--- src/rtl/pmrld_pkg.sv ---
// Package for the mixed run-length scanline decoder: decode phases, packet
// header codes, status codes and register indexes. No dependencies.
`default_nettype none

package pmrld_pkg;

  localparam int unsigned BYTE_W    = 8;
  localparam int unsigned PIXEL_W   = 32;
  localparam int unsigned COUNT_W   = 16;
  localparam int unsigned CHAN_W    = 3;
  localparam int unsigned CHIDX_W   = 2;
  localparam int unsigned RAWCNT_W  = 8;
  localparam int unsigned STATUS_W  = 2;
  localparam int unsigned CFG_IDX_W = 2;
  localparam int unsigned CFG_W     = 16;

  // Packet header codes
  localparam logic [BYTE_W-1:0] HDR_LONG_RUN  = 8'd128;
  localparam logic [BYTE_W-1:0] HDR_RUN_BIAS  = 8'd127;

  // Register indexes
  localparam logic [CFG_IDX_W-1:0] REG_CHANNEL_COUNT = 2'd0;
  localparam logic [CFG_IDX_W-1:0] REG_LINE_PIXELS   = 2'd1;
  localparam logic [CFG_IDX_W-1:0] REG_LONG_SWAPPED  = 2'd2;

  // Register reset values
  localparam logic [CHAN_W-1:0]  CHANNEL_COUNT_RST = 3'd4;
  localparam logic [COUNT_W-1:0] LINE_PIXELS_RST   = 16'd1024;
  localparam logic               LONG_SWAPPED_RST  = 1'b1;

  // Result status codes
  localparam logic [STATUS_W-1:0] ST_DECODING = 2'd0;
  localparam logic [STATUS_W-1:0] ST_LINE_END = 2'd1;
  localparam logic [STATUS_W-1:0] ST_TRUNC    = 2'd2;

  typedef enum logic [2:0] {
    PH_HEADER = 3'd0,
    PH_LONG_A = 3'd1,
    PH_LONG_B = 3'd2,
    PH_REPEAT = 3'd3,
    PH_RAW    = 3'd4,
    PH_SKIP   = 3'd5
  } phase_t;

endpackage

`default_nettype wire

--- src/rtl/pic_mixed_rle_line_decoder.sv ---
// Mixed run-length scanline decoder: one stream byte in, at most one run
// descriptor out. Depends on pmrld_pkg.
`default_nettype none

// Usage
//   Slave side: one compressed byte per word in s_tdata[7:0]; s_tlast marks
//   the final available byte, after which all decode state returns to reset.
//   Master side: one run descriptor per word. m_tdata carries the pixel
//   (channel 0 in the low byte), the repeat count clipped to the pixels left
//   in the line and the start index; m_tuser carries the status (decoding,
//   line complete, input ended mid-packet). A status-only word has repeat
//   count 0.
//   Config: write channel_count, line_pixels and long_count_swapped through
//   cfg_we/cfg_index/cfg_data while the stream is idle.
// Timing
//   Each accepted byte is decoded in the cycle it is taken; its descriptor
//   appears in the next cycle from the output register. One byte per cycle
//   sustained while m_tready does not stall: the state machine and the clip
//   compare sit between the input handshake and that register.
// Reset and stall
//   rst (synchronous) restores registers to their defaults, clears decode
//   state and empties the output register. While a descriptor waits on
//   m_tready, s_tready drops; it rises again in the cycle the word is taken.
module pic_mixed_rle_line_decoder
  import pmrld_pkg::*;
(
  input  wire logic                 clk,
  input  wire logic                 rst,
  // slave side
  input  wire logic                 s_tvalid,
  output logic                      s_tready,
  input  wire logic [7:0]           s_tdata,   // [7:0] data_byte
  input  wire logic                 s_tlast,   // buffer_end
  // master side
  output logic                      m_tvalid,
  input  wire logic                 m_tready,
  output logic [63:0]               m_tdata,   // [31:0] pixel_value,
                                               // [47:32] repeat_count,
                                               // [63:48] start_index
  output logic [STATUS_W-1:0]       m_tuser,   // [1:0] status
  // configuration
  input  wire logic                 cfg_we,
  input  wire logic [CFG_IDX_W-1:0] cfg_index,
  input  wire logic [CFG_W-1:0]     cfg_data
);

  // Configuration registers
  logic [CHAN_W-1:0]  channel_count;
  logic [COUNT_W-1:0] line_pixels;
  logic               long_count_swapped;

  // Decode state
  phase_t              phase, phase_step, phase_next;
  logic [COUNT_W-1:0]  run_count, run_count_next;
  logic [CHIDX_W-1:0]  channel_index, channel_index_next;
  logic [PIXEL_W-1:0]  pixel_gather, pixel_gather_next;
  logic [COUNT_W-1:0]  pixels_done, pixels_done_next;
  logic [RAWCNT_W-1:0] raw_left, raw_left_next;

  // Result of the current byte
  logic                res_valid;
  logic [PIXEL_W-1:0]  res_pixel;
  logic [COUNT_W-1:0]  res_count;
  logic [COUNT_W-1:0]  res_start;
  logic [STATUS_W-1:0] res_status;

  logic               s_accept;
  logic [BYTE_W-1:0]  byte_in;
  logic [CHAN_W-1:0]  eff_ch;
  logic [COUNT_W-1:0] eff_lim;
  logic [PIXEL_W-1:0] gather_new;
  logic               ci_last;
  logic [COUNT_W-1:0] emit_count;
  logic [COUNT_W-1:0] emit_left;
  logic [COUNT_W-1:0] emit_n;
  logic [COUNT_W-1:0] done_sum;
  logic               emit_full;
  logic               emit_fire;
  logic [RAWCNT_W-1:0] raw_dec;

  assign s_tready = !m_tvalid || m_tready;
  assign s_accept = s_tvalid && s_tready;
  assign byte_in  = s_tdata[BYTE_W-1:0];

  // Out-of-range channel counts clamp to 1..4, a zero line length acts as 1
  assign eff_ch  = (channel_count == '0) ? 3'd1 :
                   (channel_count > 3'd4) ? 3'd4 : channel_count;
  assign eff_lim = (line_pixels == '0) ? 16'd1 : line_pixels;

  assign gather_new = pixel_gather |
                      ({24'd0, byte_in} << {channel_index, 3'b000});
  assign ci_last    = ({1'b0, channel_index} + 3'd1) >= eff_ch;
  assign raw_dec    = raw_left - 8'd1;

  // Clip the run to the pixels left in the line
  assign emit_count = (phase == PH_REPEAT) ? run_count : 16'd1;
  assign emit_left  = (pixels_done < eff_lim) ? (eff_lim - pixels_done) : '0;
  assign emit_n     = (emit_count < emit_left) ? emit_count : emit_left;
  assign done_sum   = pixels_done + emit_n;
  assign emit_full  = done_sum >= eff_lim;
  assign emit_fire  = ci_last &&
                      (((phase == PH_REPEAT) && (run_count != '0)) || (phase == PH_RAW));

  // Next phase
  always_comb begin
    phase_step = phase;
    case (phase)
      PH_HEADER: begin
        if (byte_in < HDR_LONG_RUN) phase_step = PH_RAW;
        else if (byte_in == HDR_LONG_RUN) phase_step = PH_LONG_A;
        else phase_step = PH_REPEAT;
      end
      PH_LONG_A: phase_step = PH_LONG_B;
      PH_LONG_B: phase_step = PH_REPEAT;
      PH_REPEAT: begin
        if (ci_last) phase_step = PH_HEADER;
      end
      PH_RAW: begin
        if (ci_last) begin
          if (raw_dec == '0) phase_step = PH_HEADER;
          else if (emit_full) phase_step = PH_SKIP;  // line filled mid-packet
        end
      end
      PH_SKIP: begin
        if (ci_last && raw_dec == '0) phase_step = PH_HEADER;
      end
      default: phase_step = PH_HEADER;
    endcase
    phase_next = s_tlast ? PH_HEADER : phase_step;
  end

  // Datapath and result
  always_comb begin
    run_count_next     = run_count;
    channel_index_next = channel_index;
    pixel_gather_next  = pixel_gather;
    pixels_done_next   = pixels_done;
    raw_left_next      = raw_left;
    res_valid          = 1'b0;
    res_pixel          = gather_new;
    res_count          = emit_n;
    res_start          = pixels_done;
    res_status         = emit_full ? ST_LINE_END : ST_DECODING;

    case (phase)
      PH_HEADER: begin
        pixel_gather_next  = '0;
        channel_index_next = '0;
        if (byte_in < HDR_LONG_RUN) raw_left_next = byte_in + 8'd1;
        else if (byte_in != HDR_LONG_RUN)
          run_count_next = {8'd0, byte_in - HDR_RUN_BIAS};
      end
      PH_LONG_A: begin
        run_count_next = long_count_swapped ? {byte_in, 8'd0} : {8'd0, byte_in};
      end
      PH_LONG_B: begin
        run_count_next = run_count |
                         (long_count_swapped ? {8'd0, byte_in} : {byte_in, 8'd0});
      end
      PH_REPEAT: begin
        pixel_gather_next = gather_new;
        if (ci_last) channel_index_next = '0;
        else channel_index_next = channel_index + 2'd1;
      end
      PH_RAW, PH_SKIP: begin
        if (phase == PH_RAW) pixel_gather_next = gather_new;
        if (ci_last) begin
          channel_index_next = '0;
          raw_left_next      = raw_dec;
          if (phase == PH_RAW) pixel_gather_next = '0;
        end else begin
          channel_index_next = channel_index + 2'd1;
        end
      end
      default: ;
    endcase

    // Advance line progress on each emitted run; wrap at line end
    if (emit_fire) begin
      res_valid        = 1'b1;
      pixels_done_next = emit_full ? '0 : done_sum;
    end

    // Final byte: flag a cut packet, then drop all decode state
    if (s_tlast) begin
      if (phase_step != PH_HEADER) begin
        if (emit_fire) begin
          if (!emit_full) res_status = ST_TRUNC;
        end else begin
          res_valid  = 1'b1;
          res_pixel  = '0;
          res_count  = '0;
          res_start  = pixels_done;
          res_status = ST_TRUNC;
        end
      end
      run_count_next     = '0;
      channel_index_next = '0;
      pixel_gather_next  = '0;
      pixels_done_next   = '0;
      raw_left_next      = '0;
    end
  end

  // Configuration registers
  always_ff @(posedge clk) begin
    if (rst) begin
      channel_count      <= CHANNEL_COUNT_RST;
      line_pixels        <= LINE_PIXELS_RST;
      long_count_swapped <= LONG_SWAPPED_RST;
    end else if (cfg_we) begin
      case (cfg_index)
        REG_CHANNEL_COUNT: channel_count      <= cfg_data[CHAN_W-1:0];
        REG_LINE_PIXELS:   line_pixels        <= cfg_data[COUNT_W-1:0];
        REG_LONG_SWAPPED:  long_count_swapped <= cfg_data[0];
        default: ;  // ignore unmapped indexes
      endcase
    end
  end

  // Decode state
  always_ff @(posedge clk) begin
    if (rst) begin
      phase         <= PH_HEADER;
      run_count     <= '0;
      channel_index <= '0;
      pixel_gather  <= '0;
      pixels_done   <= '0;
      raw_left      <= '0;
    end else if (s_accept) begin
      phase         <= phase_next;
      run_count     <= run_count_next;
      channel_index <= channel_index_next;
      pixel_gather  <= pixel_gather_next;
      pixels_done   <= pixels_done_next;
      raw_left      <= raw_left_next;
    end
  end

  // Output register: load when a result is due, hold while stalled
  always_ff @(posedge clk) begin
    if (rst) begin
      m_tvalid <= 1'b0;
    end else if (s_tready) begin
      m_tvalid <= s_accept && res_valid;
    end
  end

  always_ff @(posedge clk) begin
    if (s_accept && res_valid) begin
      m_tdata <= {res_start, res_count, res_pixel};
      m_tuser <= res_status;
    end
  end

endmodule

`default_nettype wire
--- config.mk ---
export PLATFORM = sky130hd
export DESIGN_NAME = pic_mixed_rle_line_decoder
export DESIGN_NICKNAME = d
export VERILOG_FILES = /design/src/rtl/pmrld_pkg.sv /design/src/rtl/pic_mixed_rle_line_decoder.sv
export SDC_FILE = /design/constraint.sdc
export NUM_CORES = 1
export LEC_CHECK = 0
export ABC_AREA = 1
export BUFFER_PORTS_ARGS = -buffer_cell sky130_fd_sc_hd__buf_2
export CORE_ASPECT_RATIO = 0.5
export CORE_UTILIZATION = 59
export DETAILED_ROUTE_END_ITERATION = 16
export GPL_TIMING_DRIVEN = 0
export PLACE_DENSITY_LB_ADDON = 0.08
export REMOVE_ABC_BUFFERS = 1
export SLEW_MARGIN = 15
export SYNTH_ARGS = -nofsm -noshare
export SYNTH_HDL_FRONTEND = slang
export SYNTH_SLANG_ARGS = --single-unit
--- constraint.sdc ---
create_clock -name clk -period 16.1 [get_ports clk]
set_clock_uncertainty 0.05 [all_clocks]
set_input_delay 2.415 -clock clk [delete_from_list [all_inputs] [get_ports clk]]
set_output_delay 2.415 -clock clk [all_outputs]
set_load 0.005 [all_outputs]
==> flow_metrics.tcl <==
set metrics [dict create \
    outcome "completed" \
    dp_hpwl_um 18260 \
    rsz0062_at_grt "false" \
    post-place-cells 1613 \
    report.final.slew_viol_count 0 \
    syn_area_per_cell_um2 7.480 \
    grt_max_degree 63 \
    cts_setup_buffers 0 \
    min_path_type "flip-flop to flip-flop" \
    synthCells 1347 \
    drc 0 \
    num_rows 33 \
    synth.top_cell.area_share 0.1967 \
    drive_gt1_frac 0.1150 \
    synth_area_leaders "edfxtp_1 20%, dfxtp_1 19%, nand2_1 9.3%, ha_1 8.6%, a21oi_1 8.4%" \
    cts_max_path_buffers 2 \
    power.leakage_uw 0.005180 \
    layout_worst_path_cycle_share 0.5953 \
    synth.largest_area_cell "edfxtp_1" \
    startpoint_type "flip-flop" \
    n_antenna_cell 0 \
    die_h_um 94.41 \
    max_cap_violations 0 \
    crit_path_end_kind "flip-flop" \
    synthArstFlopShare 0 \
    ant_nets 0 \
    vias_per_cell 5.633 \
    syn_to_final_growth_pct 12.60 \
    cts_sinks 164 \
    drtPass1Iterations 5 \
    wire_per_inst_um 15.84 \
    crit_type "flip-flop to flip-flop" \
    tns_ns 0 \
    peakVddDrop_mv 0.07593 \
    cts_buffers 17 \
    synthTopCellsByCount "250 x nand2_1, 209 x inv_1, 170 x a21oi_1, 103 x o21ai_0, 98 x dfxtp_1" \
    p_per_area_nw_per_um2 93.63 \
    crit_required_ns 16.22 \
    grt_first_pass_wirelength_um 41340 \
    finalNonFillerCells 1645 \
    cts.clk_slew.worst_paths_ns 0.07 \
    worstSkewPairLatency_ns 0.45 \
    root_buffer "clkbuf_16" \
    grt_use_total 0.2976 \
    synth.yosys.seq_area_share 0.3914 \
    ys_warn_count 0 \
    initial_core_util 0.6101 \
    postLayoutCoreUtil 0.6870 \
    slowest_stage "nand3_2" \
    overflow 0 \
    io_buffers 99 \
    ys_ff_latch 164 \
    worst_pin_slew_ns 1.182 \
    grt_pass1_vias 8488 \
    cts_tree "yes" \
    worstPathArrival_ns 9.71 \
    fin_nets 1508 \
    drt_wl_total_um 26050 \
    cpMostUsedCell "nand2_1" \
    cts-resized-gates 0 \
    die_area_um2 17640 \
    htree_levels 4 \
    cts_hold_buf 0 \
    relSlewSlack 0.2099 \
    drtIter0Drc 720 \
    synthFlopType "dfxtp_1" \
    synth_area_um2 10080 \
    synth-edff-count 66 \
    setup_viol 0 \
    cp_max_fo 34 \
    slowest_delay_ns 0.59 \
    dr_total_vias 9266 \
    core_um2 16520 \
    synthDistinctLibCells 46 \
    ioPinCount 100 \
    die_w_um 186.8 \
    hold_violations 0 \
    finalCriticalPeriod_ns 9.584 \
    gp_congestion 0.9201 \
    clock.fmax_mhz 104.3 \
    antenna_found_initial 0 \
    yosysMostFrequentCell "nand2_1" \
]
[worst max-delay path: cells and delay by family, from the launching register on]
kind                     cells  cell delay [ns]
flip-flops                   1             0.40
AND/OR/NAND/NOR             32             4.27
buffers and inverters        8             1.22
adder cells (fa/ha/maj)      5             1.57
AO/OA/AOI/OAI                9             1.78
[cell usage in the layout (no fill, tap or decap), types with 19 or more instances in the layout]
cell type / count
a21oi_1: 170
buf_2: 98
clkbuf_16: 19
dfxtp_1: 97
edfxtp_1: 66
ha_1: 69
inv_1: 208
nand2_1: 250
nand3_1: 32
nor2_1: 92
o211ai_1: 38
o21ai_0: 102
xor2_1: 20
[stage by stage]
step | area, um^2 | total power [uW] | hold slack, ns | setup WS [ns]
floorplan | 9807 | 571.9 | 0.3818 | 7.815
global placement | 10590 | 622.6 | 0.3990 | 5.074
detailed placement | 10710 | 629.0 | 0.3974 | 6.716
CTS | 11340 | 1063 | 0.4069 | 6.587
global route | 11350 | 1103 | 0.4280 | 5.617
finish | 11350 | 1062 | 0.4067 | 6.516
[routing by layer]
metal,GRT usage,wire [um],up-vias,share of wire
li1,-,-,4620,-
met1,0.3902,11930,4248,0.46
met2,0.4984,11800,343,0.45
met3,0.04980,1756,55,0.067
met4,0.1161,563,0,0.022
met5,0,0,-,0
[registers in the layout (all words and copies together), names as in the netlist, 2 cells and up]
name and flops:
m_tuser 2, line_pixels 16, run_count 16, m_tdata 64, raw_left 8, channel_count 3, phase 3, channel_index 2
pixel_gather 32, pixels_done 16
[final timing paths]
kind,start,endpoint,slack (ns),cells past startpoint
min,channel_count[0],channel_count[0],0.41,2
max reg2reg,line_pixels[1],m_tdata[45],6.52,54
min reg2reg,channel_count[0],channel_count[0],0.41,2
max,line_pixels[1],m_tdata[45],6.52,54
[area by class of cell]
class	count	area (um^2)
multi-input cells	899	5069
fillers	1413	5170
well taps	227	284.0
inverters	218	823.3
clock inverters	8	122.6
clock buffers	24	504.2
repair buffers	105	598.1
flip-flops and latches	164	3945
[logic make-up (layout without fill, tap and decap cells)]
logic type | count (synthesis) | count (layout) | share of synthesized area
xor+xnor | 25 | 25 | 0.02173
compound gates | 375 | 375 | 0.2113
simple gates | 428 | 428 | 0.1777
flops | 164 | 164 | 0.3914
buf+inv | 284 | 355 | 0.1082
fa+ha+maj | 71 | 71 | 0.08966
[power breakdown]
part / switching [uW] / internal [uW]
combinational: 111 / 53.6
clock: 172 / 267
sequential: 9.96 / 448
total: 293 / 769
(Power assumes the default switching activity.)
